`config.mk`:
```
export PLATFORM = sky130hd
export DESIGN_NAME = ping_echo_trip_timer
export DESIGN_NICKNAME = d
export VERILOG_FILES = /design/src/rtl/pet_pkg.sv /design/src/rtl/pet_cfg.sv /design/src/rtl/pet_core.sv /design/src/rtl/ping_echo_trip_timer.sv
export SDC_FILE = /design/constraint.sdc
export NUM_CORES = 2
export LEC_CHECK = 0
export BUFFER_PORTS_ARGS = -buffer_cell sky130_fd_sc_hd__buf_2
export CAP_MARGIN = 20
export CORE_ASPECT_RATIO = 0.8
export CORE_MARGIN = 4
export CORE_UTILIZATION = 51
export DETAILED_ROUTE_END_ITERATION = 10
export GPL_TIMING_DRIVEN = 1
export PLACE_DENSITY_LB_ADDON = 0.05
export SYNTH_ARGS = -nofsm -noshare
export SYNTH_HDL_FRONTEND = slang
export SYNTH_SLANG_ARGS = --single-unit
```
`constraint.sdc`:
```
create_clock -name clk -period 14 [get_ports clk]
set_input_delay 0 -clock clk [delete_from_list [all_inputs] [get_ports clk]]
set_output_delay 0 -clock clk [all_outputs]
set_load 0.005 [all_outputs]
```
`src/rtl/pet_pkg.sv`:
```
// shared types, codes and constants for the ping and echo trip timer
package pet_pkg;

	localparam int NUM_BINS_DEF   = 6;
	localparam int TIME_BITS_DEF  = 32;
	localparam int MAG_BITS_DEF   = 24;

	localparam int MAG_FIELDS     = 6;
	localparam int MAG_FIELD_BITS = 24;
	localparam int BIN_SLOTS      = 8;
	localparam int BIN_IDX_BITS   = 3;
	localparam int FIELD_TIME_BITS = 32;
	localparam int COUNT_BITS     = 16;
	localparam logic [FIELD_TIME_BITS-1:0] MS_TO_US = 32'd1000;

	localparam int CFG_IDX_BITS   = 3;
	localparam int CFG_DATA_BITS  = 32;

	// configuration register indexes
	localparam logic [CFG_IDX_BITS-1:0] CFG_DETECT_THRESHOLD = 3'd0;
	localparam logic [CFG_IDX_BITS-1:0] CFG_PEAK_WINDOW      = 3'd1;
	localparam logic [CFG_IDX_BITS-1:0] CFG_BEEP_LENGTH      = 3'd2;
	localparam logic [CFG_IDX_BITS-1:0] CFG_REPLY_TIMEOUT    = 3'd3;
	localparam logic [CFG_IDX_BITS-1:0] CFG_RISING_EDGE      = 3'd4;
	localparam logic [CFG_IDX_BITS-1:0] CFG_GUARD_BEFORE     = 3'd5;
	localparam logic [CFG_IDX_BITS-1:0] CFG_GUARD_AFTER      = 3'd6;

	// command codes
	localparam logic [1:0] FUNC_HEARTBEAT  = 2'd0;
	localparam logic [1:0] FUNC_GO         = 2'd1;
	localparam logic [1:0] FUNC_STOP       = 2'd2;
	localparam logic [1:0] FUNC_CONTINUOUS = 2'd3;

	typedef struct packed {
		logic [1:0]                func;
		logic [31:0]               cmd_arg;
		logic [31:0]               now_us;
		logic                      leak_seen;
		logic [MAG_FIELD_BITS-1:0] mag_bin0;
		logic [MAG_FIELD_BITS-1:0] mag_bin1;
		logic [MAG_FIELD_BITS-1:0] mag_bin2;
		logic [MAG_FIELD_BITS-1:0] mag_bin3;
		logic [MAG_FIELD_BITS-1:0] mag_bin4;
		logic [MAG_FIELD_BITS-1:0] mag_bin5;
	} item_t;

	typedef struct packed {
		logic                    tx_on;
		logic                    relay_rx;
		logic                    sampler_on;
		logic                    high_voltage_on;
		logic                    trip_valid;
		logic                    trip_timed_out;
		logic [31:0]             trip_time_us;
		logic [BIN_IDX_BITS-1:0] detected_bin;
		logic                    detect_event;
		logic                    series_done;
		logic [COUNT_BITS-1:0]   pings_done;
		logic                    leak_alarm;
	} result_t;

	typedef struct packed {
		logic [23:0] detect_threshold;
		logic [31:0] peak_window_us;
		logic [31:0] beep_length_us;
		logic [31:0] reply_timeout_us;
		logic        rising_edge_mode;
		logic [31:0] guard_before_talk_us;
		logic [31:0] guard_after_beep_us;
	} cfg_t;

endpackage

```
`src/rtl/pet_cfg.sv`:
```
// configuration register file
module pet_cfg (
	input  logic                               clk,
	input  logic                               arst_n,
	input  logic                               cfg_valid,
	output logic                               cfg_ready,
	input  logic [pet_pkg::CFG_IDX_BITS-1:0]   cfg_index,
	input  logic [pet_pkg::CFG_DATA_BITS-1:0]  cfg_data,
	output pet_pkg::cfg_t                      cfg
);

	pet_pkg::cfg_t cfg_q;

	assign cfg_ready = 1'b1;
	assign cfg      = cfg_q;

	always_ff @(posedge clk or negedge arst_n) begin
		if (!arst_n) begin
			cfg_q <= '0;
		end else if (cfg_valid && cfg_ready) begin
			unique case (cfg_index)
				pet_pkg::CFG_DETECT_THRESHOLD: cfg_q.detect_threshold <= cfg_data[23:0];
				pet_pkg::CFG_PEAK_WINDOW:      cfg_q.peak_window_us <= cfg_data;
				pet_pkg::CFG_BEEP_LENGTH:      cfg_q.beep_length_us <= cfg_data;
				pet_pkg::CFG_REPLY_TIMEOUT:    cfg_q.reply_timeout_us <= cfg_data;
				pet_pkg::CFG_RISING_EDGE:      cfg_q.rising_edge_mode <= cfg_data[0];
				pet_pkg::CFG_GUARD_BEFORE:     cfg_q.guard_before_talk_us <= cfg_data;
				pet_pkg::CFG_GUARD_AFTER:      cfg_q.guard_after_beep_us <= cfg_data;
				default: begin
				end
			endcase
		end
	end

endmodule

```
`src/rtl/pet_core.sv`:
```
// ping state machine: one heartbeat step from state, config and the staged item
module pet_core #(
	parameter int NUM_BINS  = pet_pkg::NUM_BINS_DEF,
	parameter int TIME_BITS = pet_pkg::TIME_BITS_DEF,
	parameter int MAG_BITS  = pet_pkg::MAG_BITS_DEF
) (
	input  logic             clk,
	input  logic             arst_n,
	input  logic             step,
	input  pet_pkg::item_t   item,
	input  pet_pkg::cfg_t    cfg,
	output pet_pkg::result_t res
);

	typedef struct packed {
		logic                             receiving;
		logic                             peak_search;
		logic                             continuous_tx;
		logic                             hv_latched_off;
		logic                             relay_rx;
		logic                             sampler_on;
		logic [TIME_BITS-1:0]             talk_start;
		logic [TIME_BITS-1:0]             listen_start;
		logic [TIME_BITS-1:0]             peak_time;
		logic [TIME_BITS-1:0]             peak_deadline;
		logic [TIME_BITS-1:0]             reply_deadline;
		logic [TIME_BITS-1:0]             cont_end;
		logic [MAG_BITS-1:0]              best_mag;
		logic [pet_pkg::BIN_IDX_BITS-1:0] tracked_bin;
		logic [pet_pkg::COUNT_BITS-1:0]   done_count;
		logic [pet_pkg::COUNT_BITS-1:0]   cmd_count;
	} core_state_t;

	core_state_t st_q;
	core_state_t st_d;

	logic [pet_pkg::MAG_FIELDS-1:0][pet_pkg::MAG_FIELD_BITS-1:0] fields;
	logic [MAG_BITS-1:0] mag [pet_pkg::BIN_SLOTS];

	assign fields = {item.mag_bin5, item.mag_bin4, item.mag_bin3,
		item.mag_bin2, item.mag_bin1, item.mag_bin0};

	// bins past the configured count or the input fields read as zero
	for (genvar g = 0; g < pet_pkg::BIN_SLOTS; g++) begin : g_mag
		if (g < NUM_BINS && g < pet_pkg::MAG_FIELDS) begin : g_live
			assign mag[g] = MAG_BITS'(fields[g]);
		end else begin : g_zero
			assign mag[g] = '0;
		end
	end

	always_comb begin
		logic [TIME_BITS-1:0]           now;
		logic [TIME_BITS-1:0]           thr_span;
		logic [31:0]                    cont_us;
		logic [MAG_BITS-1:0]            thr;
		logic [MAG_BITS-1:0]            tmag;
		logic [pet_pkg::COUNT_BITS-1:0] next_done;
		logic                           found;
		logic                           fin;
		logic                           fin_to;

		st_d     = st_q;
		res      = '0;
		now      = TIME_BITS'(item.now_us);
		cont_us  = item.cmd_arg * pet_pkg::MS_TO_US;
		thr      = MAG_BITS'(cfg.detect_threshold);
		tmag     = mag[st_q.tracked_bin];
		thr_span = '0;
		found    = 1'b0;
		fin      = 1'b0;
		fin_to   = 1'b0;
		next_done = '0;
		res.pings_done = st_q.done_count;

		if (item.leak_seen) begin
			st_d.hv_latched_off = 1'b1;
			st_d.relay_rx       = 1'b1;
			st_d.sampler_on     = 1'b0;
			res.leak_alarm      = 1'b1;
		end else begin
			unique case (item.func)
				pet_pkg::FUNC_GO: begin
					st_d.cmd_count      = item.cmd_arg[pet_pkg::COUNT_BITS-1:0];
					st_d.talk_start     = now;
					st_d.reply_deadline = now + TIME_BITS'(cfg.reply_timeout_us);
				end
				pet_pkg::FUNC_STOP: begin
					st_d.continuous_tx = 1'b0;
					st_d.relay_rx      = 1'b0;
					st_d.sampler_on    = 1'b0;
					st_d.done_count    = '0;
					st_d.cmd_count     = '0;
					st_d.receiving     = 1'b0;
					st_d.peak_search   = 1'b0;
				end
				pet_pkg::FUNC_CONTINUOUS: begin
					st_d.continuous_tx = 1'b1;
					st_d.cont_end      = now + TIME_BITS'(cont_us);
				end
				pet_pkg::FUNC_HEARTBEAT: begin
				end
			endcase
			res.pings_done = st_d.done_count;

			if (st_d.continuous_tx) begin
				if (now < st_d.cont_end)
					res.tx_on = 1'b1;
				else
					st_d.continuous_tx = 1'b0;
			end else if (st_d.done_count < st_d.cmd_count) begin
				if (!st_d.receiving) begin
					if (now >= st_d.talk_start) begin
						thr_span = now - st_d.talk_start;
						// compare wide so a short time width never clips the beep length
						if (64'(thr_span) < 64'(cfg.beep_length_us)) begin
							res.tx_on = 1'b1;
						end else begin
							st_d.listen_start = now + TIME_BITS'(cfg.guard_after_beep_us);
							st_d.receiving    = 1'b1;
							st_d.relay_rx     = 1'b1;
							st_d.sampler_on   = 1'b1;
						end
					end
				end else if (now >= st_d.reply_deadline) begin
					fin    = 1'b1;
					fin_to = 1'b1;
				end else if (now >= st_d.listen_start) begin
					if (st_d.peak_search) begin
						if (cfg.rising_edge_mode || now >= st_d.peak_deadline) begin
							fin = 1'b1;
						end else if (tmag > st_d.best_mag) begin
							st_d.best_mag  = tmag;
							st_d.peak_time = now;
						end
					end else begin
						// first bin over threshold wins
						for (int b = 0; b < NUM_BINS; b++) begin
							if (!found && mag[3'(b)] > thr) begin
								found              = 1'b1;
								st_d.best_mag      = mag[3'(b)];
								st_d.peak_time     = now;
								st_d.peak_deadline = now + TIME_BITS'(cfg.peak_window_us);
								st_d.tracked_bin   = 3'(b);
								st_d.peak_search   = 1'b1;
								res.detect_event   = 1'b1;
							end
						end
					end
				end
			end

			if (fin) begin
				res.trip_valid     = 1'b1;
				res.trip_timed_out = fin_to;
				res.trip_time_us   = fin_to ? '1 : 32'(st_d.peak_time - st_d.talk_start);
				st_d.best_mag    = '0;
				st_d.peak_search = 1'b0;
				st_d.receiving   = 1'b0;
				st_d.sampler_on  = 1'b0;
				st_d.relay_rx    = 1'b0;
				next_done        = st_d.done_count + 1'b1;
				res.pings_done   = next_done;
				if (next_done < st_d.cmd_count) begin
					st_d.done_count     = next_done;
					st_d.talk_start     = now + TIME_BITS'(cfg.guard_before_talk_us);
					st_d.reply_deadline = now + TIME_BITS'(cfg.guard_before_talk_us)
						+ TIME_BITS'(cfg.reply_timeout_us);
				end else begin
					res.series_done = 1'b1;
					st_d.cmd_count  = '0;
					st_d.done_count = '0;
				end
			end
		end

		res.relay_rx        = st_d.relay_rx;
		res.sampler_on      = st_d.sampler_on;
		res.high_voltage_on = !st_d.hv_latched_off;
		res.detected_bin    = st_d.tracked_bin;
	end

	always_ff @(posedge clk or negedge arst_n) begin
		if (!arst_n) begin
			st_q <= '0;
		end else if (step) begin
			st_q <= st_d;
		end
	end

endmodule

```
`src/rtl/ping_echo_trip_timer.sv`:
```
// top level of the ping and echo round-trip timer: input stage, step core, result register
//
// channel   signals                                   direction
// item      item_valid, item_stall, item              in, one heartbeat per transfer
// result    result_valid, result_stall, result        out, one result per heartbeat
// cfg       cfg_valid, cfg_ready, cfg_index, cfg_data in, register writes
//
// an item is registered on transfer, stepped through the ping state machine once the
// result slot is free, and its result lands in the result register. one heartbeat
// per cycle while results flow; the single state update per step sets that figure. reset
// clears the core state, config and valid flags; config writes are always taken.
// a stalled result holds the step stage, and item_stall rises only while both are full.
module ping_echo_trip_timer #(
	parameter int NUM_BINS  = pet_pkg::NUM_BINS_DEF,
	parameter int TIME_BITS = pet_pkg::TIME_BITS_DEF,
	parameter int MAG_BITS  = pet_pkg::MAG_BITS_DEF
) (
	input  logic                              clk,
	input  logic                              arst_n,
	input  logic                              item_valid,
	output logic                              item_stall,
	input  pet_pkg::item_t                    item,
	output logic                              result_valid,
	input  logic                              result_stall,
	output pet_pkg::result_t                  result,
	input  logic                              cfg_valid,
	output logic                              cfg_ready,
	input  logic [pet_pkg::CFG_IDX_BITS-1:0]  cfg_index,
	input  logic [pet_pkg::CFG_DATA_BITS-1:0] cfg_data
);

	pet_pkg::cfg_t    cfg;
	pet_pkg::item_t   item_s1;
	logic             vld_s1;
	pet_pkg::result_t res;
	pet_pkg::result_t result_q;
	logic             result_vld_q;
	logic             adv;
	logic             step;
	logic             take;

	pet_cfg u_cfg (
		.clk       (clk),
		.arst_n    (arst_n),
		.cfg_valid (cfg_valid),
		.cfg_ready (cfg_ready),
		.cfg_index (cfg_index),
		.cfg_data  (cfg_data),
		.cfg       (cfg)
	);

	pet_core #(
		.NUM_BINS  (NUM_BINS),
		.TIME_BITS (TIME_BITS),
		.MAG_BITS  (MAG_BITS)
	) u_core (
		.clk    (clk),
		.arst_n (arst_n),
		.step   (step),
		.item   (item_s1),
		.cfg    (cfg),
		.res    (res)
	);

	// result slot frees when empty or when its transfer completes
	assign adv          = !result_vld_q || !result_stall;
	assign step         = vld_s1 && adv;
	assign item_stall   = vld_s1 && !adv;
	assign take         = item_valid && !item_stall;
	assign result_valid = result_vld_q;
	assign result       = result_q;

	always_ff @(posedge clk or negedge arst_n) begin
		if (!arst_n) begin
			vld_s1 <= 1'b0;
		end else if (take) begin
			vld_s1 <= 1'b1;
		end else if (step) begin
			vld_s1 <= 1'b0;
		end
	end

	always_ff @(posedge clk) begin
		if (take)
			item_s1 <= item;
	end

	always_ff @(posedge clk or negedge arst_n) begin
		if (!arst_n) begin
			result_vld_q <= 1'b0;
		end else if (step) begin
			result_vld_q <= 1'b1;
		end else if (!result_stall) begin
			result_vld_q <= 1'b0;
		end
	end

	always_ff @(posedge clk) begin
		if (step)
			result_q <= res;
	end

endmodule

```
==> out/qor.yml <==
run_status:
  outcome: "finished, final reports clean"
clocking:
  cts_setup_buffers: 0
  clock-sinks: 712
  cts_resized: 0
  clk_latency_ns: 0.69
  clk_path_buf_depth: 3
  cts_root_buf: "clkbuf_16"
  cts_buffers: 81
  htreeDepth: 3
  cts_tree: "built"
  clk_pin_slew_ns: 0.06
place:
  portBuffers: 309
  hpwl_mm: 115
  placed_cells_incl_taps: 6724
  routabilityCongestion: 0.957
worst_setup_path:
  cp.arrival_ns: 9.91
  worst-path-buf-inv: 4
  r2r-start: "item_s1[146]"
  cp_slowest_stage_delay_ns: 0.54
  cp-end-kind: "register"
  rr_worst_depth: 37
  rrSetupSlack_ns: 4.49
  worst-setup-path-type: "register to register"
  cp_slowest_cell: "o31ai_1"
  critPathRequiredTime_ns: 14.40
  cp_max_fo: 35
  critPathMostFrequentCell: "a21oi_1"
  path_delay_family: "compound AO/OA/AOI/OAI gates"
  start_kind: "register"
  r2r-end: "result[52]"
layout:
  final_nets: 6810
  multiInputGateArea_um2: 30700
  area_growth_pct: 18.2
  drive_above_1_share: 0.136
  layout.cells.non_filler: 7236
  ff_latch_area_um2: 19200
  fillers: 8491
yosys:
  ys_seq_area_frac: 0.369
  syn_avg_cell_area_um2: 10.0
  syn_nets: 6158
  syn-cell-area_um2: 51900
  synth.distinct_cells: 90
  synth_edf_count: 268
  yosys_most_used_dff: "dfrtp_1"
  ys_ff_latch: 712
  yosysWarnings: 0
  async_flop_share: 0.624
  netlist_instances: 5188
timing:
  fmax_mhz: 105
  setup_viol: 0
  drv_slew: 0
  period_share: 0.679
  max_slew_margin: 0.185
  rsz0062_at_grt: "false"
  tightest_slew_ns: 1.22
  setup_tns_ns: 0
  hold_violations: 0
  layout_min_cycle_time_ns: 9.51
  worst_clock_skew_ns: 0.0297
global_route:
  grt_max_degree: 168
  grt_pass1_vias: 40952
  antenna_found_initial: 13
  track_usage: 0.299
  grt_pass1_wl_mm: 246
  overflow: 0
route:
  avgRoutedWirePerCell_um: 22.3
  wirelength_mm: 162
  drt_iter0_markers: 3609
  dr.pass1.iters: 6
  via_per_inst: 5.84
  drc: 0
  vias: 42279
  drt.antenna.violating_nets: 0
floorplanning:
  initial_core_util: 0.515
  die_y_um: 293
  ioPinCount: 314
  die_w_um: 365
  core_um2: 101000
  die_area_um2: 107000
  rows: 104
power_and_ir_drop:
  p_per_area_nw_per_um2: 199
  irDropWorstVdd_mv: 0.192
  p_leak_nw: 27.6
  finalPower_mw: 12.2
flow_run:
  cap_violations: 0
hold_path:
  hold_path_class: "primary input to async pin"
## cells in the mapped netlist, types with 86 or more instances
master / count / share of area
fa_1: 99 / 0.038
xor2_1: 86 / 0.015
dfrtp_1: 444 / 0.21
o21ai_0: 429 / 0.041
a21oi_1: 431 / 0.042
inv_1: 389 / 0.028
mux2_2: 222 / 0.048
mux2i_1: 114 / 0.022
ha_1: 620 / 0.15
nand3_1: 97 / 0.0093
nor2_1: 236 / 0.017
a21o_1: 161 / 0.023
nand2_1: 384 / 0.028
clkbuf_1: 141 / 0.010
edfxtp_1: 268 / 0.15
xnor2_1: 173 / 0.029
## worst max-delay path by stage
stage                       from         end  cells past startpoint
detailed placement  item_s1[146]  result[52]                     37
global placement    item_s1[146]  result[52]                     37
CTS                 item_s1[146]  result[52]                     37
floorplan           item_s1[147]  result[52]                     32
finish              item_s1[146]  result[52]                     37
global route        item_s1[146]  result[52]                     37
## placed cells by master (no fill, tap or decap), types with 57 or more instances in the layout
cell type,count
nand2_1,384
xnor2_1,173
nor3_1,81
nor2_1,233
mux2_2,222
xor2_1,86
a22o_1,62
buf_4,70
mux2i_1,114
edfxtp_1,268
nand2b_1,57
a21oi_1,431
dfrtp_1,443
nand4_1,62
buf_2,308
ha_1,618
nand3_1,97
fa_1,99
o21a_1,65
dlygate4sd3_1,357
a21o_1,161
inv_1,388
nor2b_1,60
clkbuf_16,83
o21ai_0,428
## worst min-delay path: stages
cell           delay (ns)
dlygate4sd3_1        0.56
buf_8                0.18
buf_16               0.35
## cells by family after synthesis
logic type | synth area share
muxes | 0.0834
buffers and inverters | 0.0416
DFF | 0.369
other | 0.0000722
adders and majority gates | 0.187
xor gates and xnor gates | 0.0437
AOI/OAI and AO/OA | 0.175
and+or+nand+nor | 0.100
## layer usage
layer  share of wire  wire [um]  vias up  track usage
met1            0.48      77000    20404        0.453
li1                -          -    20212            -
met4           0.033       5350        0       0.0927
met5               0          0        -            0
met2            0.42      67900     1418        0.440
met3           0.070      11300      245       0.0465
## power breakdown
part	total, mW	internal [mW]	switching [mW]
sequential	2.80	2.57	0.227
clock	2.17	1.22	0.952
combinational	7.26	3.05	4.21
## state kept, by name, indices dropped and copies added, names as in the netlist
register      count
result_valid      1
item_s1         208
u_cfg.cfg       185
u_core.st_q     257
result           60
vld_s1            1
## stage by stage
stage | utilization | instance area (um^2) | hold slack, ns | setup slack [ns]
2_1_floorplan | - | 51900 | -0.296 | 5.86
4_1_cts | 0.609 | 61400 | 0.000382 | 4.57
5_1_grt | 0.609 | 61400 | -0.00845 | 3.70
3_5_place_dp | 0.547 | 55200 | 0.0905 | 4.63
3_3_place_gp | 0.547 | 55100 | 0.0943 | 4.58
6_report | 0.609 | 61400 | 0.00891 | 4.49
## final cells by class
type	count	area share
repair buffers	740	0.0936
clock inverters	35	0.00607
well taps	1325	0.0270
clock buffers	115	0.0369
inverters	393	0.0240
diodes	4	0.000163
flip-flops and latches	712	0.312
multi-input cells	3912	0.500
## timing repair
action	CTS	global route
hold buffers	356	2
setup endpoints to repair	0	0
hold endpoints to repair	522	2
Note: power is estimated with default switching activity, not from simulation.
